File: src/sv/sbsp_pkg.sv
// Shared types, constants and divider step functions for the sample point unit.
`default_nettype none
package sbsp_pkg;

  localparam int FRAC_BITS   = 5;
  localparam int DIM_W       = 16;
  localparam int DEN_W       = DIM_W + 1;
  localparam int NUM_W       = 2 * DIM_W + 1 + FRAC_BITS;
  localparam int QUO_W       = 22;
  localparam int QSTAGES     = QUO_W / 2;
  localparam int SSTAGES     = DIM_W / 2;
  localparam int QUEUE_DEPTH = 32;
  localparam int CFG_IDX_W   = 2;

  localparam logic [CFG_IDX_W-1:0] CFG_SOURCE_LENGTH = 2'd0;
  localparam logic [CFG_IDX_W-1:0] CFG_SCALE_FACTOR  = 2'd1;
  localparam logic [CFG_IDX_W-1:0] CFG_TARGET_LENGTH = 2'd2;

  localparam logic [DIM_W-1:0] RST_SOURCE_LENGTH = 16'd128;
  localparam logic [DIM_W-1:0] RST_SCALE_FACTOR  = 16'd1;
  localparam logic [DIM_W-1:0] RST_TARGET_LENGTH = 16'd128;

  localparam logic [1:0] ST_OK         = 2'd0;
  localparam logic [1:0] ST_BAD_CONFIG = 2'd1;
  localparam logic [1:0] ST_BAD_INDEX  = 2'd2;

  localparam logic [QUO_W-1:0] STEP_HALF = QUO_W'(1 << (FRAC_BITS - 1));

  typedef struct packed {
    logic             valid;
    logic [1:0]       status;
    logic [NUM_W-1:0] num;
    logic [DEN_W-1:0] den;
    logic [DIM_W-1:0] vsize;
    logic [DIM_W-1:0] scl;
  } front_t;

  typedef struct packed {
    logic [DIM_W-1:0] near_index;
    logic [DIM_W-1:0] far_index;
    logic [4:0]       blend_weight;
    logic [1:0]       status;
  } res_t;

  // one restoring step on the position divide: {quotient bit, new remainder}
  function automatic logic [DEN_W:0] qstep(input logic [DEN_W-1:0] rem, input logic b,
                                            input logic [DEN_W-1:0] den);
    logic [DEN_W:0] r;
    r = {rem, b};
    if (r >= {1'b0, den}) begin
      r = r - {1'b0, den};
      return {1'b1, r[DEN_W-1:0]};
    end
    return {1'b0, r[DEN_W-1:0]};
  endfunction

  // one restoring step on the scale divide
  function automatic logic [DIM_W:0] sstep(input logic [DIM_W-1:0] rem, input logic b,
                                            input logic [DIM_W-1:0] den);
    logic [DIM_W:0] r;
    r = {rem, b};
    if (r >= {1'b0, den}) begin
      r = r - {1'b0, den};
      return {1'b1, r[DIM_W-1:0]};
    end
    return {1'b0, r[DIM_W-1:0]};
  endfunction

endpackage
`default_nettype wire

File: src/sv/sbsp_back.sv
// Back end: pipelined position divide, clamp, and pipelined divide by scale.
`default_nettype none
module sbsp_back
  import sbsp_pkg::*;
(
  input  wire logic clk,
  input  wire logic rst_n,
  input  front_t    front_i,
  output logic      res_valid,
  output res_t      res_o
);

  typedef struct packed {
    logic [1:0]       status;
    logic [DEN_W-1:0] rem;
    logic [QUO_W-1:0] low;
    logic [QUO_W-1:0] quo;
    logic [DEN_W-1:0] den;
    logic [DIM_W-1:0] vsize;
    logic [DIM_W-1:0] scl;
  } qstage_t;

  typedef struct packed {
    logic [1:0]       status;
    logic [4:0]       weight;
    logic             has_next;
    logic [DIM_W-1:0] rem;
    logic [DIM_W-1:0] low;
    logic [DIM_W-1:0] quo;
    logic [DIM_W-1:0] scl;
  } sstage_t;

  logic    qv_r [QSTAGES];
  qstage_t qs_r [QSTAGES];
  logic    sv_r [SSTAGES];
  sstage_t ss_r [SSTAGES];

  qstage_t q_in;
  always_comb begin
    q_in.status = front_i.status;
    q_in.rem    = DEN_W'(front_i.num[NUM_W-1:QUO_W]);
    q_in.low    = front_i.num[QUO_W-1:0];
    q_in.quo    = '0;
    q_in.den    = front_i.den;
    q_in.vsize  = front_i.vsize;
    q_in.scl    = front_i.scl;
  end

  genvar g;
  generate
    for (g = 0; g < QSTAGES; g++) begin : g_qdiv
      qstage_t        src;
      logic [DEN_W:0] s0, s1;
      qstage_t        nxt;
      logic           vin;
      if (g == 0) begin : g_first
        assign src = q_in;
        assign vin = front_i.valid;
      end else begin : g_rest
        assign src = qs_r[g-1];
        assign vin = qv_r[g-1];
      end
      always_comb begin
        s0 = qstep(src.rem, src.low[QUO_W-1], src.den);
        s1 = qstep(s0[DEN_W-1:0], src.low[QUO_W-2], src.den);
        nxt = src;
        nxt.rem = s1[DEN_W-1:0];
        nxt.low = {src.low[QUO_W-3:0], 2'b00};
        nxt.quo = {src.quo[QUO_W-3:0], s0[DEN_W], s1[DEN_W]};
      end
      always_ff @(posedge clk) begin
        if (!rst_n) qv_r[g] <= 1'b0;
        else        qv_r[g] <= vin;
      end
      always_ff @(posedge clk) begin
        qs_r[g] <= nxt;
      end
    end
  endgenerate

  // clamp the sample position to the virtual range and split it
  qstage_t          ql;
  logic [QUO_W-1:0] pos, top;
  logic [DIM_W-1:0] first;
  sstage_t          s_in;
  always_comb begin
    ql  = qs_r[QSTAGES-1];
    pos = (ql.quo < STEP_HALF) ? '0 : ql.quo - STEP_HALF;
    top = QUO_W'({ql.vsize - 16'd1, {FRAC_BITS{1'b0}}});
    if (pos > top) pos = top;
    first = pos[FRAC_BITS +: DIM_W];
    s_in.status   = ql.status;
    s_in.weight   = pos[FRAC_BITS-1:0];
    s_in.has_next = ({1'b0, first} + 17'd1) < {1'b0, ql.vsize};
    s_in.rem      = '0;
    s_in.low      = first;
    s_in.quo      = '0;
    s_in.scl      = ql.scl;
  end

  generate
    for (g = 0; g < SSTAGES; g++) begin : g_sdiv
      sstage_t        src;
      logic [DIM_W:0] s0, s1;
      sstage_t        nxt;
      logic           vin;
      if (g == 0) begin : g_first
        assign src = s_in;
        assign vin = qv_r[QSTAGES-1];
      end else begin : g_rest
        assign src = ss_r[g-1];
        assign vin = sv_r[g-1];
      end
      always_comb begin
        s0 = sstep(src.rem, src.low[DIM_W-1], src.scl);
        s1 = sstep(s0[DIM_W-1:0], src.low[DIM_W-2], src.scl);
        nxt = src;
        nxt.rem = s1[DIM_W-1:0];
        nxt.low = {src.low[DIM_W-3:0], 2'b00};
        nxt.quo = {src.quo[DIM_W-3:0], s0[DIM_W], s1[DIM_W]};
      end
      always_ff @(posedge clk) begin
        if (!rst_n) sv_r[g] <= 1'b0;
        else        sv_r[g] <= vin;
      end
      always_ff @(posedge clk) begin
        ss_r[g] <= nxt;
      end
    end
  endgenerate

  // far pixel crosses into the next source pixel when the remainder wraps
  sstage_t sl;
  always_comb begin
    sl = ss_r[SSTAGES-1];
    res_o.status = sl.status;
    if (sl.status == ST_OK) begin
      res_o.near_index   = sl.quo;
      res_o.far_index    = (sl.has_next && ({1'b0, sl.rem} + 17'd1 == {1'b0, sl.scl})) ?
                           sl.quo + 16'd1 : sl.quo;
      res_o.blend_weight = sl.weight;
    end else begin
      res_o.near_index   = '0;
      res_o.far_index    = '0;
      res_o.blend_weight = '0;
    end
  end

  assign res_valid = sv_r[SSTAGES-1];

endmodule
`default_nettype wire

File: config.mk
export PLATFORM = sky130hd
export DESIGN_NAME = sbsp_back
export DESIGN_NICKNAME = d
export VERILOG_FILES = /design/src/sv/sbsp_pkg.sv /design/src/sv/sbsp_back.sv
export SDC_FILE = /design/constraint.sdc
export NUM_CORES = 2
export LEC_CHECK = 0
export BUFFER_PORTS_ARGS = -buffer_cell sky130_fd_sc_hd__buf_2
export CORE_UTILIZATION = 35
export DETAILED_ROUTE_END_ITERATION = 10
export SLEW_MARGIN = 0
export SYNTH_ARGS = -nofsm -noshare
export SYNTH_HDL_FRONTEND = slang
export SYNTH_SLANG_ARGS = --single-unit
File: constraint.sdc
create_clock -name clk -period 18.2 [get_ports clk]
set_input_delay 1.82 -clock clk [delete_from_list [all_inputs] [get_ports clk]]
set_output_delay 1.82 -clock clk [all_outputs]
set_load 0.02 [all_outputs]
* After elaboration in Yosys (flattened, before gate mapping)
Memories as Yosys holds them, arrays and structs flattened.
Index checks and enable logic that the tools add are counted.
** Operators by class
- $add $sub $neg :: 43
- Order comparisons :: 41
- Reduce and logical (&&, ||, !) cells :: 2
- Eq/ne operators :: 1
- Mux-type cells :: 177
- Bitwise gates (word level) :: 19
** Operators with widths (count)
- two-way mux 17 bit :: 54
- two-way mux 18 bit :: 44
- >= comparator 18 x 17 -> 1 bit :: 21
- subtractor 17 bit :: 22
- two-way mux 16 bit :: 17
- >= comparator 17 x 16 -> 1 bit :: 15
- subtractor 16 bit :: 15
- two-way mux 1 bit :: 59
- two-way mux 37 bit :: 1
- adder 16 x 1 -> 17 bit, second input constant :: 2
- > comparator 22 x 21 -> 1 bit :: 1
- less-than comparator 22 x 5 -> 1 bit, second input constant :: 1
- two-way mux 22 bit :: 1
- subtractor 22 x 5 -> 22 bit, second input constant :: 1
- two-way mux 21 bit :: 1
- OR 1 bit :: 19
- == test 17 x 16 -> 1 bit :: 1
- >= comparator 17 bit :: 1
- less-than comparator 17 x 16 -> 1 bit :: 1
- adder 16 x 1 -> 16 bit, second input constant :: 1
- >= comparator 1 x 16 -> 1 bit :: 1
- subtractor 1 x 16 -> 16 bit :: 1
- subtractor 16 x 1 -> 16 bit, second input constant :: 1
- zero test 2 bit :: 1
- logical AND 1 bit :: 1
** Word-level totals
- Word-level logic and storage cells :: 287
- Input port bits :: 92
- Memory bits (writable) :: 1789
- Output and inout bits :: 40
- Register bits after elaboration :: 0
- Memories :: 4
** Memory list
- qs_r :: words 11, bits a word 110, rd ports 11, clocked after Yosys merged registers in 0, write ports 11, RTL line sbsp_back.sv:34 : qstage_t qs_r [QSTAGES];
- ss_r :: words 8, bits a word 70, rd ports 8, clocked after Yosys merged registers in 0, write ports 8, RTL line sbsp_back.sv:36 : sstage_t ss_r [SSTAGES];
- qv_r :: words 11, bits a word 1, rd ports 11, clocked after Yosys merged registers in 0, write ports 11, RTL line sbsp_back.sv:33 : logic qv_r [QSTAGES];
- sv_r :: words 8, bits a word 1, rd ports 8, clocked after Yosys merged registers in 0, write ports 8, RTL line sbsp_back.sv:35 : logic sv_r [SSTAGES];

* Longest topological paths before layout
An unclocked memory read counts as a cell.
- Depth in word-level cells :: 11
- Mapped depth :: 36
- Depth with buffers taken out :: 33

* Worst setup path before layout
No wires, ideal clock.
- Path kind :: register to register
- Start :: memory qs_r[10][63] (netlist name)
- End :: memory ss_r[0][57] (netlist name)
- Clock period less this slack :: 8.499 ns
- Setup time :: 0.131 ns
- Stages on the path, launching flop included :: 33
- Setup slack :: 9.701 ns
- Path buffers :: 5
- Arrival :: 8.368 ns
- Path through :: dfxtp_1 or4_1 nor4_1 and3_1 clkbuf_1 clkbuf_1 nor2_1 ha_1 nand3_1 nor3_1 o311ai_0 and3b_1 o21ai_1 buf_2 o21ai_0 ha_1 inv_1 ha_1 a21oi_1 or4_1 clkbuf_1 nor3_1 mux2i_1 ha_1 nor2b_1 o211a_1 o21ai_0 a211oi_1 o311ai_0 a211oi_1 a211oi_1 clkbuf_1 o21ai_0
** RTL lines (RTL line)
- start: declaration :: sbsp_back.sv:34
- end: declaration :: sbsp_back.sv:36

==> results.ini <==
[pwr]
vdd_drop_max_uv = 98.7
netSwitchingPower_mw = 6.53
pwr-share-comb_pct = 55.4
cell_internal_pwr_mw = 10.3
power_frac_seq_pct = 24.9
finalPower_mw = 16.9
leakage_nw = 33.8
p_clk_share_pct = 19.7
netSwitchingFraction_pct = 38.7
powerDensity_nw_per_um2 = 223

[floorplan]
initial_core_util_pct = 35.3
die_height_microns = 438
die-area_sq_um = 192000
core_area_sq_um = 188000
rows = 159
boundaryPins = 132
die_w_microns = 438

[layout]
fillCellCount = 18300
syn_to_final_growth_pct = 13.9
fin_nets = 7794
drive_gt1_share_pct = 12.3
instances_no_fill = 9640
num_antenna_cells = 0

[clock_network]
htreeDepth = 4
clock_path_buffers = 3
cts_resized = 0
cts_tree = yes
clock-root-buffer = clkbuf_16
clk_latency_ns = 0.80
ctsHoldBuffers = 0
numCtsBuffers = 155
cts_setup_buffers = 0
clk_pin_slew_ns = 0.06
clock_sinks = 1423

[yosys]
yosys_most_used_dff = dfxtp_1
yosysWarnings = 0
seq_area_frac_synth_pct = 42.9
async_flop_share_pct = 0
synth_cells = 6784
yosys_register_bits = 1423
synth_nets = 7564
netlist_area_sq_um = 66500
avgSynthCellArea_sq_um = 9.80
synth.distinct_cells = 83
synth_edf_count = 0

[worst_setup_path]
reg2reg_depth = 33
timing.rr.end = ss_r[0][53]$_DFF_P_
worstSetupStartpointType = flip-flop
cp.arrival_ns = 10.40
crit_buf_inv = 4
rrSetupSlack_ns = 8.50
cp.depth = 33
cp-endpoint = ss_r[0][53]$_DFF_P_
crit_type = reg2reg
crit_family = simple AND/OR/NAND/NOR gates
max_stage_delay_ns = 0.89
reg2reg_from = qs_r[10][53]$_DFF_P_
end_kind = flip-flop
critical_path.max_fanout = 41
cp_slowest_cell = a211oi_2
cp-startpoint = qs_r[10][53]$_DFF_P_
cp.required_ns = 18.90

[timing]
fin_tns_setup_ns = 0
hold_viol_final = 0
slew_violations = 0
rsz0062_at_grt = false
clock_skew_ns = 0.0422
fin_crit_sh_pct = 53.3
setup_slack_ns = 8.50
fmax_ghz = 0.103
tightest_slew_ns = 1.04
max_slew_margin_pct = 30.6
finalSetupViolCount = 0
fin_crit_ns = 9.70

[routing]
drt-total-wl_mm = 146
drt-vias-per-instance = 4.93
avgRoutedWirePerCell_microns = 15.2
drt_iter0_drc = 2433
met3_length_mm = 5.12
first_pass_iters = 11
via_count = 47500
wl_met1_mm = 68.4
wl_met2_mm = 69.5
drc = 10
ant_nets = 0
highest-signal-layer = met4

[worst_hold_path]
hold_class = reg2reg

[job]
maxCapViolCount = 0

[placed_design]
port_buffers = 131
gp_congestion = 0.884
place_inst = 9352
dp_hpwl_mm = 115
pre_cts_ws_ns = 8.37

[global_route]
grt_pass1_wl_mm = 238
grt_antenna_before_repair = 1
grt_use_total_pct = 15.0
grt_pass1_vias = 47000
overflow = 0
grt_max_degree = 42

[run_status]
violations = DRC
status = finished with violations

-- metrics by stage --
| step | util [%] | hold WS (ns) | area [sq um] |
|---|---|---|---|
| floorplan | - | 0.310 | 66500 |
| global placement | 37.3 | 0.310 | 70100 |
| detailed placement | 37.3 | 0.312 | 70100 |
| CTS | 40.2 | 0.302 | 75700 |
| global route | 40.2 | 0.306 | 75700 |
| finish | 40.2 | 0.291 | 75700 |
-- metal layers --
layer,global-route usage (%),up-vias
li1,-,24400
met1,19.1,22000
met2,25.9,784
met3,2.33,207
met4,4.51,0
met5,0,-
-- cell type report --
type                       instances  area [sq um]  area share (%)
sequential                      1423         28500            37.6
inverter                         569          2140            2.82
timing repair buffer             159           866            1.14
tap                             2495          3120            4.12
multi-input combinational       4706         35500            46.9
clock inverter                    80          1190            1.57
clock buffer                     208          4400            5.81
-- Yosys cell counts, drive strengths merged (18+ instances only) --
cell type	instances	area, sq um
dfxtp	1423	28500
ha	652	8160
inv	567	2130
a21oi	471	2360
nor2	460	1760
mux2	380	4280
xnor2	372	3260
nand2	334	1250
o21ai	276	1380
a21o	148	1110
nor3	145	726
xor2	135	1180
nand3	117	598
nand4	108	676
o21a	89	668
nor2b	86	538
and2	83	519
mux2i	66	661
clkbuf	65	244
nor4	57	357
o21bai	54	405
nand2b	50	313
o31ai	48	360
a211oi	46	345
a31oi	43	269
and3	42	263
or3	41	257
fa	36	721
or2	35	219
o211ai	32	245
o31a	30	263
buf	21	108
a21boi	19	143
and4	18	158
o2111ai	18	158
-- registers in the layout, indices dropped and copies added (netlist names) --
| signal | flops |
|---|---|
| sv_r | 8 |
| qs_r | 956 |
| ss_r | 448 |
| qv_r | 11 |
-- cell families (layout without fill, tap and decap cells) --
family	Yosys count	after routing	share of synthesized area (%)
AND/OR/NAND/NOR	1630	1630	12.2
AO/OA/AOI/OAI	1435	1435	13.8
buffers and inverters	655	1016	3.74
adder cells (fa/ha/maj)	688	688	13.4
multiplexers	446	446	7.43
flip-flops	1423	1423	42.9
XOR/XNOR	507	507	6.68
-- how the worst min path moves through the flow --
stage / startpoint / end / slack (ns) / depth (start not counted)
5_1_grt: ss_r[0][274]$_DFF_P_ / ss_r[1][64]$_DFF_P_ / 0.31 / 0
3_3_place_gp: ss_r[0][63]$_SDFF_PN0_ / ss_r[0][133]$_DFF_P_ / 0.31 / 0
6_report: ss_r[0][274]$_DFF_P_ / ss_r[1][64]$_DFF_P_ / 0.29 / 0
3_5_place_dp: qs_r[2][27]$_DFF_P_ / qs_r[3][27]$_DFF_P_ / 0.31 / 0
2_1_floorplan: qs_r[9][0]$_DFF_P_ / qs_r[10][0]$_DFF_P_ / 0.31 / 0
4_1_cts: ss_r[0][274]$_DFF_P_ / ss_r[1][64]$_DFF_P_ / 0.30 / 0
-- power by group through the flow --
stage / registers [mW] / clock network, mW / logic, mW
floorplan: 4.12 / 0 / 7.51
global placement: 4.26 / 0 / 9.10
detailed placement: 4.27 / 0 / 9.22
CTS: 4.21 / 3.46 / 9.32
global route: 4.26 / 3.59 / 10.4
finish: 4.19 / 3.33 / 9.35
-- cells in the final DEF (no fill, tap or decap), types with 44 or more instances in the layout --
cell       synthesis  final
dfxtp_1         1423   1423
nand2b_1          50     50
ha_1             652    652
o21bai_1          54     54
a21o_1           148    148
nor3_1           145    145
xnor2_1          372    372
buf_2              5    131
xor2_1           135    135
nand4_1          108    108
a21oi_1          471    470
o21a_1            89     89
nand3_1          116    116
nor2b_1           86     86
nand2_1          334    334
and2_1            83     83
inv_1            565    565
o31ai_1           48     48
mux2_2           376    376
nor4_1            57     57
a211oi_1          46     44
nor2_1           456    456
mux2i_1           66     66
clkbuf_16          0    155
o21ai_0          271    270
(Power assumes the default switching activity.)
