--- config.mk ---
export PLATFORM = sky130hd
export DESIGN_NAME = sbsp_front
export DESIGN_NICKNAME = d
export VERILOG_FILES = /design/src/sv/sbsp_pkg.sv /design/src/sv/sbsp_front.sv
export SDC_FILE = /design/constraint.sdc
export NUM_CORES = 1
export LEC_CHECK = 0
export BUFFER_PORTS_ARGS = -buffer_cell sky130_fd_sc_hd__clkbuf_2
export CORE_UTILIZATION = 49
export CTS_CLUSTER_DIAMETER = 100
export CTS_CLUSTER_SIZE = 25
export DETAILED_ROUTE_END_ITERATION = 10
export MAX_ROUTING_LAYER = met4
export PLACE_DENSITY = 0.66
export SLEW_MARGIN = 20
export SYNTH_ARGS = -nofsm -noshare
export SYNTH_HDL_FRONTEND = slang
export SYNTH_SLANG_ARGS = --single-unit
export TNS_END_PERCENT = 100
--- constraint.sdc ---
create_clock -name clk -period 8.2 [get_ports clk]
set_clock_uncertainty 0.2 [all_clocks]
set_input_delay 1.64 -clock clk [delete_from_list [all_inputs] [get_ports clk]]
set_output_delay 1.64 -clock clk [all_outputs]
set_load 0.02 [all_outputs]
--- src/sv/sbsp_pkg.sv ---
// Shared types, constants and divider step functions for the sample point unit.
`default_nettype none
package sbsp_pkg;

  localparam int FRAC_BITS   = 5;
  localparam int DIM_W       = 16;
  localparam int DEN_W       = DIM_W + 1;
  localparam int NUM_W       = 2 * DIM_W + 1 + FRAC_BITS;
  localparam int QUO_W       = 22;
  localparam int QSTAGES     = QUO_W / 2;
  localparam int SSTAGES     = DIM_W / 2;
  localparam int QUEUE_DEPTH = 32;
  localparam int CFG_IDX_W   = 2;

  localparam logic [CFG_IDX_W-1:0] CFG_SOURCE_LENGTH = 2'd0;
  localparam logic [CFG_IDX_W-1:0] CFG_SCALE_FACTOR  = 2'd1;
  localparam logic [CFG_IDX_W-1:0] CFG_TARGET_LENGTH = 2'd2;

  localparam logic [DIM_W-1:0] RST_SOURCE_LENGTH = 16'd128;
  localparam logic [DIM_W-1:0] RST_SCALE_FACTOR  = 16'd1;
  localparam logic [DIM_W-1:0] RST_TARGET_LENGTH = 16'd128;

  localparam logic [1:0] ST_OK         = 2'd0;
  localparam logic [1:0] ST_BAD_CONFIG = 2'd1;
  localparam logic [1:0] ST_BAD_INDEX  = 2'd2;

  localparam logic [QUO_W-1:0] STEP_HALF = QUO_W'(1 << (FRAC_BITS - 1));

  typedef struct packed {
    logic             valid;
    logic [1:0]       status;
    logic [NUM_W-1:0] num;
    logic [DEN_W-1:0] den;
    logic [DIM_W-1:0] vsize;
    logic [DIM_W-1:0] scl;
  } front_t;

  typedef struct packed {
    logic [DIM_W-1:0] near_index;
    logic [DIM_W-1:0] far_index;
    logic [4:0]       blend_weight;
    logic [1:0]       status;
  } res_t;

  // one restoring step on the position divide: {quotient bit, new remainder}
  function automatic logic [DEN_W:0] qstep(input logic [DEN_W-1:0] rem, input logic b,
                                            input logic [DEN_W-1:0] den);
    logic [DEN_W:0] r;
    r = {rem, b};
    if (r >= {1'b0, den}) begin
      r = r - {1'b0, den};
      return {1'b1, r[DEN_W-1:0]};
    end
    return {1'b0, r[DEN_W-1:0]};
  endfunction

  // one restoring step on the scale divide
  function automatic logic [DIM_W:0] sstep(input logic [DIM_W-1:0] rem, input logic b,
                                            input logic [DIM_W-1:0] den);
    logic [DIM_W:0] r;
    r = {rem, b};
    if (r >= {1'b0, den}) begin
      r = r - {1'b0, den};
      return {1'b1, r[DIM_W-1:0]};
    end
    return {1'b0, r[DIM_W-1:0]};
  endfunction

endpackage
`default_nettype wire

--- src/sv/sbsp_front.sv ---
// Front end: configuration registers, classification and numerator product.
`default_nettype none
module sbsp_front
  import sbsp_pkg::*;
(
  input  wire logic                 clk,
  input  wire logic                 rst_n,
  input  wire logic                 cfg_we,
  input  wire logic [CFG_IDX_W-1:0] cfg_index,
  input  wire logic [DIM_W-1:0]     cfg_wdata,
  input  wire logic                 take,
  input  wire logic [DIM_W-1:0]     pixel_index,
  output front_t                    front_o
);

  logic [DIM_W-1:0] src_r, scl_r, tgt_r;

  logic               v1_r;
  logic               zero1_r, badidx1_r;
  logic [DIM_W:0]     odd1_r;
  logic [2*DIM_W-1:0] prod1_r;
  logic [DIM_W-1:0]   tgt1_r, scl1_r;

  front_t f2_r;

  always_ff @(posedge clk) begin
    if (!rst_n) begin
      src_r <= RST_SOURCE_LENGTH;
      scl_r <= RST_SCALE_FACTOR;
      tgt_r <= RST_TARGET_LENGTH;
    end else if (cfg_we) begin
      case (cfg_index)
        CFG_SOURCE_LENGTH: src_r <= cfg_wdata;
        CFG_SCALE_FACTOR:  scl_r <= cfg_wdata;
        CFG_TARGET_LENGTH: tgt_r <= cfg_wdata;
        default: ;
      endcase
    end
  end

  always_ff @(posedge clk) begin
    if (!rst_n) begin
      v1_r <= 1'b0;
    end else begin
      v1_r <= take;
    end
  end

  always_ff @(posedge clk) begin
    odd1_r    <= {pixel_index, 1'b1};
    prod1_r   <= src_r * scl_r;
    zero1_r   <= (src_r == '0) || (scl_r == '0) || (tgt_r == '0);
    badidx1_r <= pixel_index >= tgt_r;
    tgt1_r    <= tgt_r;
    scl1_r    <= scl_r;
  end

  always_ff @(posedge clk) begin
    if (!rst_n) begin
      f2_r.valid <= 1'b0;
    end else begin
      f2_r.valid <= v1_r;
    end
    if (zero1_r || (prod1_r[2*DIM_W-1:DIM_W] != '0)) begin
      f2_r.status <= ST_BAD_CONFIG;
    end else if (badidx1_r) begin
      f2_r.status <= ST_BAD_INDEX;
    end else begin
      f2_r.status <= ST_OK;
    end
    f2_r.num   <= {(2*DIM_W+1)'(odd1_r) * (2*DIM_W+1)'(prod1_r[DIM_W-1:0]),
                   {FRAC_BITS{1'b0}}};
    f2_r.den   <= {tgt1_r, 1'b0};
    f2_r.vsize <= prod1_r[DIM_W-1:0];
    f2_r.scl   <= scl1_r;
  end

  assign front_o = f2_r;

endmodule
`default_nettype wire

---- Word-level counts from Yosys, hierarchy flattened ----
Index checks and enable logic that the tools add are counted.
operators by class
  add/subtract/negate cells ............... 0
  $mul .................................... 2
  div/mod/pow operators ................... 0
  magnitude comparators ................... 1
  eq/ne operators ......................... 2
  shift-type cells ........................ 0
  multiplexer cells ....................... 1
  bitwise gates (word level) .............. 0
  reduce and logical (&&, ||, !) cells .... 11
operator list
  operator                                              count
  logical NOT 16 bit                                    3
  multiplier 17 x 16 -> 33 bit                          1
  multiplier 16 x 16 -> 32 bit                          1
  >= comparator 16 bit                                  1
  nonzero test 16 bit                                   1
  AND reduction 2 bit                                   3
  logical OR 1 bit                                      3
  equality test 2 x 1 -> 1 bit (second input constant)  1
  equality test 2 bit (second input constant)           1
  logical NOT 2 bit                                     1
  2-to-1 mux 2 bit                                      1
word-level totals
  bits in registers ....................... 215
  latch bits .............................. 0
  memory bits (writable) .................. 0
  ROM bits ................................ 0
  bits of input ports ..................... 38
  output and inout bits ................... 90
  logic and storage cells ................. 33
  memories ................................ 0

---- Depth between registers and ports, before layout ----
Gate-level depths: netlist of the first run.
  depth in word-level cells ............... 3
  depth in mapped cells ................... 23
  mapped depth without buffers ............ 21

---- Least setup slack after synthesis of the first run ----
Ideal clock, no wire load.
  kind .................................... flip-flop to flip-flop
  start ................................... register scl_r[7]
  end ..................................... register prod1_r[28]
  setup time .............................. 72 ps
  data arrival time ....................... 5548 ps
  data required time ...................... 7928 ps
  setup slack ............................. 2380 ps
  stages on the path, launching flop included .. 24
  path buffers ............................ 3
  period minus slack after synthesis ...... 5820 ps
  cell sequence ........................... dfxtp_1 clkbuf_1 clkbuf_1 nand2_1 fa_1 inv_1 fa_1 inv_1 fa_1 inv_1 fa_1 fa_1 inv_1 fa_1 inv_1 ha_1 clkbuf_1 a21o_1 a31oi_1 o221ai_1 a21oi_1 o31ai_1 a211oi_1 xnor2_1
between the ends
  longest elaborated chain between the ends .. 1
ends and longest elaborated chain
  element                       RTL line          RTL
  from (decl)                   sbsp_front.sv:16  logic [DIM_W-1:0] src_r, scl_r, tgt_r;
  from (signal assigned)        sbsp_front.sv:34  CFG_SCALE_FACTOR: scl_r <= cfg_wdata;
  multiplier 16 x 16 -> 32 bit  sbsp_front.sv:51  prod1_r <= src_r * scl_r;
  to (signal assigned)          sbsp_front.sv:51
  to (decl)                     sbsp_front.sv:21  logic [2*DIM_W-1:0] prod1_r;
No other way between the ends.
A chain may end at the register's enable or synchronous reset.

---- Worst setup path after layout of the first run ----
  start ................................... register prod1_r[2]
  end ..................................... register f2_r, in the netlist front_o[86]
between the ends
  longest elaborated chain between the ends .. 1
ends and longest elaborated chain
  element                       RTL line          RTL
  multiplier 17 x 16 -> 33 bit  sbsp_front.sv:71  f2_r.num <= {(2*DIM_W+1)'(odd1_r) * (2*DIM_W+1)'(prod1_r[DIM_W-1:0]),
  to (decl)                     sbsp_front.sv:24  front_t f2_r;
No other way between the ends.

==> results of run 1 <==
==> flip-flops by register name (all words and copies together), names as in the netlist <==
name and flops:
badidx1_r 1, front_o 83, odd1_r 16, prod1_r 32, scl1_r 16, scl_r 16, src_r 16, tgt1_r 16
tgt_r 16, v1_r 1, zero1_r 1
==> metrics by stage <==
step / setup WS (ns) / util / hold slack (ns) / instances / area [µm²]
floorplan: 2.38 / - / 0.110 / 2487 / 23200
global placement: 1.75 / 0.517 / 0.111 / 3105 / 24100
detailed placement: 1.72 / 0.517 / 0.112 / 3105 / 24100
CTS: 1.69 / 0.529 / 0.128 / 3129 / 24600
global route: 1.29 / 0.529 / 0.138 / 3129 / 24600
finish: 1.64 / 0.529 / 0.127 / 3129 / 24600
==> final timing paths <==
check	startpoint	endpoint
worst max-delay path	prod1_r[2]	front_o[86]
worst min-delay path	tgt1_r[4]	front_o[37]
worst max register to register	prod1_r[2]	front_o[86]
worst min register to register	tgt1_r[4]	front_o[37]
==> cells in the final DEF (no fill, tap or decap), types with 11 or more instances in the layout <==
master and n:
ha_1 225, inv_1 468, dfxtp_1 214, nor2_1 32
nor4_1 16, xnor2_1 33, and2_1 240, xor2_1 24
a21boi_0 45, fa_1 402, clkbuf_16 17, nand3_1 14
a31oi_1 11, o21ai_0 31, a21oi_1 57, nand4_1 21
a21o_1 29, nand2_1 415, clkbuf_2 121
==> report_power, final <==
| part | internal, mW | switching, mW | leakage, nW | total [mW] |
|---|---|---|---|---|
| sequential | 1.16 | 0.125 | 1.75 | 1.29 |
| combinational | 0.760 | 1.19 | 10.4 | 1.95 |
| clock | 0.426 | 0.405 | 0.250 | 0.831 |
| total | 2.35 | 1.72 | 12.4 | 4.06 |
==> kinds of logic (layout without fill, tap and decap cells) <==
family,after synthesis,after routing
and+or+nand+nor,767,767
DFF,214,214
buffers and inverters,582,617
adders and majority gates,627,627
xor gates and xnor gates,57,57
AOI/OAI and AO/OA,234,234
other,1,6
==> final cells by class <==
class,instances,area [µm²]
clock buffers,18,439
clock inverters,6,86.3
fillers,4202,21900
inverters,468,1760
multi-input cells,1691,16700
flip-flops and latches,214,4280
well taps,607,759
repair buffers,125,636
==> metal layers <==
layer / global-route usage / up-vias / part of all wire / wire length, µm
li1: - / 7607 / - / -
met1: 0.312 / 8266 / 0.42 / 23100
met2: 0.408 / 446 / 0.50 / 27400
met3: 0.0226 / 104 / 0.046 / 2530
met4: 0.0801 / 0 / 0.030 / 1660
met5: - / - / 0 / 0
==> worst max-delay path, cell delays in order (launching register included) <==
cell and delay (ns):
dfxtp_1 0.90, nand2_1 0.18, fa_1 0.52, fa_1 0.51
fa_1 0.57, inv_1 0.07, fa_1 0.49, fa_1 0.49
inv_1 0.05, fa_1 0.47, inv_1 0.04, ha_1 0.39
and3_1 0.26, and2_1 0.19, a221oi_1 0.32, o31ai_2 0.20
a21oi_2 0.28, o211ai_1 0.15, xnor2_1 0.14
==> impl_results.md, run 1 <==
* Status: finished, final reports clean
* Mux cell area share after synthesis at 0
* CP startpoint kind: flop
* Most area-consuming cells after synthesis: fa_1 (35%), dfxtp_1 (19%), ha_1 (12%), inv_1 (7.6%), nand2_1 (6.7%)
* Cell count of the worst reg-to-reg path at 18
* CTS tree: built
* Initial core utilization at 0.497
* Most instantiated library cell after synthesis: inv_1
* PD cells at 165 nW/µm²
* Classification of the worst-slack hold path: flop to flop
* ANT nets after route at 0
* #FFs+latches synth at 214
* Commonest cells in the netlist: inv_1 (468), nand2_1 (415), fa_1 (402)
* Final Hold Viols at 0
* Kind of critical path: flop to flop
* Crit share post-route at 0.800
* Count of final setup violators at 0
* Routability cong. at ~0.89
* RSZ-0062 raised after global routing: no
* First-pass GRT wire length at 89.6 mm
* CTS resizes at 0
* Initial antenna violation count at 0
* H-Tree Depth at 1
* Core box area at around 47,000 µm²
* Pins over their slew limit at 0
* MaxCap Viol Count at 0
* Ys Warns at 0
* R2R Setup Slk at 1.64 ns
* Static Leak at 12.4 nW
* DRC viols at 0
* Arrival time worst endpoint at 6.75 ns
* Pwr Total at 4.06 mW
* Fraction of layout cells with a size suffix above 1 at 0.0654
* Net count, final at 3,181
* DR WL/cell at 17.5 µm
* Worst EP required at roughly 8.4 ns
* Vias per std cell at around 5.2
* Rows at just under 80
* Largest family of logic cells by synthesized area: adder cells
* Final min period at 6.56 ns
* Synth top area share at 0.348
* Antenna cells at 0
* Total CTS buffers at 16
* Syn Area/Cell at 9.32 µm²
* Die ar. at 48,100 µm²
* Vias in the first global route at 17,300
* Area delta synth->final at 6.38%
* Boundary Pins at 128
* Syn Std Cell Area at ~23,000 µm²
* Post-Synth XOR/XNOR Area at 0.0216
* Worst setup EP type: flop
* Via count at 16,400
* Simple-Gate Fraction of Synth Area at 0.160
* Clock transition at path regs at about 0.1 ns
* Post-synth top area cell: fa_1
* Initial drt markers at 1,019
* Detailed Routing Iterations Pass 1 at 5
* Final TNS setup at 0 ns
* Post-synth EDFFs at 0
* Die Height at 219 µm
* Setup Buffers After CTS at 0
* Max VDD drop at 0.394 mV
* Sequential share of the synthesized area at 0.185
* Mapped Cells at approximately 2,500
* # clock sinks at 214
* Post-synth cell types at 58
* Port Buffers at approximately 120
* Hold Crit Depth at 0
* Clock Path Buffers at 3
* Root buf cell: clkbuf_16
* GRT Util Overall at 0.244
* Synth Area in Compound Gates at 0.0682
* Slew HR at 0.383
* Largest net degree at the start of global routing at around 50
* Main synth FF type: dfxtp_1
* Clk Latency, worst-skew pair at 0.51 ns
* Ys async rst share at 0
* Detailed Route WL at 54.7 mm
* Hold buffers post-CTS at 0
* Slew @ Worst Pin at 0.924 ns
* Adder-cell share of the synthesized area at 0.469
* Peak fanout along the critical path at 18
* Fmax at 0.152 GHz
* GRT overflow at 0
* Hpwl dp at 42.5 mm
* Die X at 219 µm
Note: power is estimated with default switching activity, not from simulation.
==> run 2, diff against run 1 <==
==> constraint.sdc (replaced) <==
create_clock -name clk -period 6.6 [get_ports clk]
set_clock_uncertainty 0.2 [all_clocks]
set_input_delay 1.32 -clock clk [delete_from_list [all_inputs] [get_ports clk]]
set_output_delay 1.32 -clock clk [all_outputs]
set_load 0.02 [all_outputs]
==> run 2 against run 1 <==
Net effect: flip-flop and latch count is the same; utilization grew 0.71 points; global-route usage is 0.53 points higher; hold slack better by 0.0065 ns; cell area is 1.3% higher.
==> impl_results.md, run 2 (synthesis results as in run 1) <==
* Post-Layout Inst Area at 24,900 µm² (+1.3%)
* Setup Buffers After CTS at 0 (unchanged)
* Area delta synth->final at 7.81%
* DR WL/cell at 17.7 µm (+1.2%)
* Clock Path Buffers at 3 (unchanged)
* Most frequent cells in the layout: inv_1 (468), nand2_1 (415), fa_1 (402)
* Via count at 16,700 (+1.7%)
* Detailed Routing Iterations Pass 1 at 5 (unchanged)
* Hold buffers post-CTS at 0 (unchanged)
* CP startpoint kind: flop
* First-pass GRT wire length at 91.6 mm (+2.2%)
* Worst reg2reg startpoint: odd1_r[13]
* Final Hold Viols at 0 (unchanged)
* Area of the multi-input gates at 16,700 µm² (unchanged)
* Classification of the worst-slack hold path: flop to flop
* Max VDD drop at 0.506 mV (+28%)
* Clock group share of total power at 0.201 (-0.003)
* Final TNS setup at 0 ns (unchanged)
* Peak fanout along the critical path at 16 (-2)
* Die Height at 219 µm (unchanged)
* DRC viols at 0 (unchanged)
* Root buf cell: clkbuf_16
* DP Worst Slack at 0.222 ns (-1.50 ns)
* Antenna cells at 0 (unchanged)
* Most common cell after layout, fill and taps aside: inv_1
* CTS tree: built
* Count of final setup violators at 0 (unchanged)
* Pins over their slew limit at 0 (unchanged)
* Combinational power share at 0.490 (+0.011)
* Net count, final at 3,224 (+1.4%)
* Final min period at 6.36 ns (-0.201 ns)
* ANT nets after route at 0 (unchanged)
* Status: finished, final reports clean
* Crit share post-route at 0.964 (+0.164)
* Max FFs per register at 83 (unchanged)
* Die X at 219 µm (unchanged)
* Pint at 2.89 mW (+23%)
* Rows at 79 (unchanged)
* PD cells at 203 nW/µm² (+23%)
* Fmax at 0.157 GHz (+3.2%)
* Clock transition at path regs at 0.10 ns (about the same)
* GRT Util Overall at 0.249 (+0.00529)
* Largest net degree at the start of global routing at 51 (unchanged)
* Initial core utilization at 0.497 (unchanged)
* RSZ-0062 raised after global routing: no
* Routability cong. at 0.900 (+1.6%)
* Seq pwr share at 0.309 (-0.007)
* Die ar. at 48,100 µm² (unchanged)
* Fillers at 4,229 (+0.64%)
* Core box area at 46,600 µm² (unchanged)
* Hold Crit Start: tgt1_r[10]
* Hpwl dp at 45.0 mm (+5.8%)
* Arrival time worst endpoint at 6.54 ns (-0.21 ns)
* Slack of the critical path at 0.239 ns (-1.40 ns)
* Vias per std cell at 5.27 (+0.37%)
* Net Sw Frac at 0.430 (+0.00713)
* Clk Latency, worst-skew pair at 0.52 ns (about the same)
* Worst hold margin at 0.134 ns (+0.00654 ns)
* Kind of critical path: flop to flop
* Static Leak at 12.7 nW (+1.8%)
* Worst setup EP type: flop
* Total CTS buffers at 16 (unchanged)
* Slew HR at 0.424 (+0.0407)
* Sw power at 2.18 mW (+27%)
* Fraction of layout cells with a size suffix above 1 at 0.0838 (+0.0184)
* Storage cell area at 4290 µm² (+0.20%)
* CP startpoint: odd1_r[13]
* GRT overflow at 0 (unchanged)
* Detailed Route WL at 56.1 mm (+2.6%)
* Placed inst area at 24,400 µm² (+1.4%)
* H-Tree Depth at 1 (unchanged)
* MaxCap Viol Count at 0 (unchanged)
* Vias in the first global route at 17,500 (+1.3%)
* # clock sinks at 214 (unchanged)
* Boundary Pins at 128 (unchanged)
* Port Buffers at 121 (unchanged)
* Initial drt markers at 905 (-11%)
* Worst EP required at 6.78 ns (-1.61 ns)
* Slew @ Worst Pin at 0.863 ns (-0.0610 ns)
* Initial antenna violation count at 0 (unchanged)
-- run 2: changes by cell type in the layout (fill, tap and decap cells not counted), moves of 2 or more --
cell / delta
inv_8: +2
dfxtp_2: +7
buf_4: +42
dfxtp_1: -7
-- run 2: timing repair --
action | CTS | global route
resized for setup | 0 | 7
hold endpoints to repair | 0 | 0
endpoints found under the setup margin | 0 | 3
-- run 2: power by group through the flow --
stage / Sequential, mW / Combinational [mW] / Clock (mW)
2_1_floorplan: 1.65 / 1.78 / 0
3_3_place_gp: 1.59 / 2.41 / 0
3_5_place_dp: 1.59 / 2.46 / 0
4_1_cts: 1.56 / 2.48 / 1.05
5_1_grt: 1.58 / 2.84 / 1.10
6_report: 1.56 / 2.49 / 1.02
-- run 2: final cells by class --
| class | instances | share of cell area |
|---|---|---|
| clock buffer | 17 | 0.0171 |
| clock inverter | 7 | 0.00351 |
| inverter | 468 | 0.0704 |
| multi-input combinational | 1691 | 0.668 |
| sequential | 214 | 0.172 |
| tap | 607 | 0.0304 |
| timing repair buffer | 168 | 0.0389 |
-- run 2: metal layers --
metal | vias up | track usage | routed length [µm]
met4 | 0 | 0.0771 | 1650
met3 | 102 | 0.0230 | 2360
met5 | - | - | 0
li1 | 7697 | - | -
met1 | 8479 | 0.309 | 23600
met2 | 432 | 0.429 | 28500
-- run 2: through the flow --
step	power, mW	util	cells
after floorplan	3.43	-	2487
after global placement	4.00	0.525	3148
after detailed placement	4.05	0.525	3148
after CTS	5.10	0.536	3172
after global routing	5.53	0.536	3172
final	5.07	0.536	3172
-- run 2: critical path, stage by stage (launching register included) --
cell and delay [ns]:
dfxtp_1 0.80, nand2_1 0.17, fa_1 0.53, fa_1 0.52
fa_1 0.54, inv_1 0.06, fa_1 0.49, fa_1 0.49
inv_1 0.05, fa_1 0.47, inv_1 0.04, ha_1 0.37
and3_1 0.25, and2_1 0.18, a221oi_1 0.30, o31ai_2 0.20
a21oi_2 0.27, o211ai_1 0.16, xnor2_1 0.16
-- run 2: final timing paths --
| path | end | slack, ns | depth (start not counted) |
|---|---|---|---|
| worst max-delay path | front_o[86] | 0.24 | 18 |
| worst min-delay path | front_o[43] | 0.13 | 0 |
| worst max register to register | front_o[86] | 0.24 | 18 |
| worst min register to register | front_o[43] | 0.13 | 0 |
==> run 3, diff against run 2 <==
--- a/config.mk
+++ b/config.mk
@@ -6,12 +6,12 @@
 export NUM_CORES = 1
 export LEC_CHECK = 0
 export BUFFER_PORTS_ARGS = -buffer_cell sky130_fd_sc_hd__clkbuf_2
-export CORE_UTILIZATION = 49
+export CORE_UTILIZATION = 60
 export CTS_CLUSTER_DIAMETER = 100
 export CTS_CLUSTER_SIZE = 25
 export DETAILED_ROUTE_END_ITERATION = 10
 export MAX_ROUTING_LAYER = met4
-export PLACE_DENSITY = 0.66
+export PLACE_DENSITY = 0.79
 export SLEW_MARGIN = 20
 export SYNTH_ARGS = -nofsm -noshare
 export SYNTH_HDL_FRONTEND = slang
==> run 3 against run 2 <==
Net effect: first-iteration DRC count is 23% higher; sequential power hardly changed; via count is 1.5% higher; critical path type unchanged.
==> impl_results.md, run 3 (synthesis results as in run 1) <==
* Kind of critical path: flop to flop
* Wire length on met2 at 27.5 mm (-3.6%)
* Boundary Pins at 128 (unchanged)
* Hold Crit Depth at 0 (unchanged)
* MaxCap Viol Count at 0 (unchanged)
* Total CTS buffers at 14 (-2)
* Clock Path Buffers at 3 (unchanged)
* RSZ-0062 raised after global routing: no
* DRC viols at 0 (unchanged)
* Clock transition at path regs at 0.10 ns (about the same)
* Slew @ Worst Pin at 0.974 ns (+0.110 ns)
* Die X at 198 µm (-9.5%)
* Die ar. at 39,400 µm² (-18%)
* Combinational power share at 0.491 (about the same)
* Classification of the worst-slack hold path: flop to flop
* Root buf cell: clkbuf_16
* First-pass GRT wire length at 88.6 mm (-3.2%)
* Area delta synth->final at 6.93%
* Vias in the first global route at 18,000 (+2.5%)
* Hold EP: front_o[46]
* Detailed Routing Iterations Pass 1 at 5 (unchanged)
* Initial antenna violation count at 0 (unchanged)
* Peak fanout along the critical path at 16 (unchanged)
* Sw power at 2.11 mW (-3.3%)
* Pins over their slew limit at 0 (unchanged)
* Final TNS setup at 0 ns (unchanged)
* Max FFs per register at 83 (unchanged)
* Net Sw Frac at 0.423 (-0.00637)
* Core box area at 37,800 µm² (-19%)
* CTS resizes at 0 (unchanged)
* H-Tree Depth at 1 (unchanged)
* Top Layer Used: met4
* Die Height at 198 µm (-9.5%)
* Most frequent cells in the layout: inv_1 (468), nand2_1 (415), fa_1 (402)
* Post-Route M1 WL at 21.1 mm (-10%)
* GRT Util Overall at 0.296 (+0.0464)
* Max VDD drop at 0.226 mV (-55%)
* Antenna cells at 0 (unchanged)
* Worst reg2reg startpoint: odd1_r[8]
* Fin util at 0.654 (+0.118)
* Status: finished, final reports clean
* Metal3 WL at 3.24 mm (+37%)
* # clock sinks at 214 (unchanged)
* Rows at 71 (-10%)
* Pint at 2.87 mW (-0.72%)
* Setup Buffers After CTS at 0 (unchanged)
* Static Leak at 12.6 nW (-0.33%)
* Slew HR at 0.350 (-0.0736)
* GRT overflow at 0 (unchanged)
* R2R Setup Slk at 0.21 ns (-0.03 ns)
* Most common cell after layout, fill and taps aside: inv_1
* Arrival time worst endpoint at 6.57 ns (+0.03 ns)
* Worst setup EP type: flop
* DR WL/cell at 17.7 µm (-0.14%)
* Final min period at 6.39 ns (+0.0275 ns)
* Initial drt markers at 1,110 (+23%)
* Via count at 17,000 (+1.5%)
* Net count, final at 3,218 (-0.19%)
* Clock group share of total power at 0.193 (-0.008)
* CTS tree: built
* Vias per std cell at 5.53 (+4.9%)
* Reg-to-Reg End: front_o[86]
* Hold Crit Start: tgt1_r[13]
* Clk Latency, worst-skew pair at 0.51 ns (about the same)
* Count of final setup violators at 0 (unchanged)
* Largest net degree at the start of global routing at 51 (unchanged)
* Port Buffers at 121 (unchanged)
* Detailed Route WL at 54.2 mm (-3.4%)
* Final Hold Viols at 0 (unchanged)
* Fmax at 0.157 GHz (-0.43%)
* PD cells at 201 nW/µm² (-1.0%)
* ANT nets after route at 0 (unchanged)
* Initial core utilization at 0.611 (+0.114)
* Crit share post-route at 0.968 (+0.00417)
* Hpwl dp at 43.7 mm (-3.0%)
* Worst EP required at 6.78 ns (about the same)
* Seq pwr share at 0.316 (+0.007)
* Routability cong. at 0.939 (+4.4%)
* CP startpoint kind: flop
* Fraction of layout cells with a size suffix above 1 at 0.0817 (-0.00208)
* Pwr Total at 4.98 mW (-1.8%)
* Hold buffers post-CTS at 0 (unchanged)
* Cell count of the worst reg-to-reg path at 18 (unchanged)
==> run 3: cell count changes in the layout (fill, tap and decap cells not counted), moves of 2 or more <==
cell / previous run / this run
buf_4: 46 / 43
clkbuf_16: 17 / 15
dfxtp_1: 207 / 205
dfxtp_2: 7 / 9
==> run 3: per-stage QoR <==
stage	hold WS, ns	instances	setup slack [ns]	cell area, µm²
floorplan	0.110	2487	0.780	23200
CTS	0.133	3068	0.155	24700
finish	0.130	3068	0.212	24700
detailed placement	0.112	3048	0.210	24300
global placement	0.111	3048	0.392	24300
global route	0.142	3068	0.0200	24700
==> run 3: layout make-up <==
type	count	area, µm²
Fill cell	3021	13100
Clock buffer	15	375
Multi-Input combinational cell	1691	16700
Inverter	468	1760
Clock inverter	5	93.8
Sequential cell	214	4300
Tap cell	511	639
Timing Repair Buffer	164	928
==> run 3: metal layers <==
| layer | vias up | track usage |
|---|---|---|
| met3 | 147 | 0.0380 |
| met4 | 0 | 0.122 |
| met1 | 8521 | 0.354 |
| li1 | 7667 | - |
| met5 | - | - |
| met2 | 622 | 0.505 |
==> run 3: power groups by stage <==
stage               Sequential (mW)  Combinational [mW]  Clock [mW]
floorplan                      1.65                1.78           0
global placement               1.60                2.37           0
detailed placement             1.60                2.44           0
CTS                            1.57                2.46       0.983
global route                   1.59                2.81        1.02
finish                         1.57                2.45       0.960
==> run 3: worst max path at each step <==
stage,from,end,slack [ns]
after floorplan,scl_r[7],prod1_r[28],0.78
after global placement,prod1_r[9],front_o[86],0.39
after detailed placement,prod1_r[8],front_o[86],0.21
after CTS,prod1_r[8],front_o[86],0.16
after global routing,odd1_r[13],front_o[86],0.02
final,odd1_r[8],front_o[86],0.21
==> run 3: critical path: stages, from the launching register on <==
cell,delay (ns)
dfxtp_1,0.84
nand2_1,0.17
fa_1,0.57
inv_1,0.05
fa_1,0.50
fa_1,0.57
fa_1,0.43
fa_1,0.50
inv_1,0.05
fa_1,0.47
inv_1,0.04
ha_1,0.37
and3_1,0.24
and2_1,0.18
a221oi_1,0.35
o31ai_2,0.21
a21oi_2,0.23
o211ai_1,0.13
xnor2_1,0.14
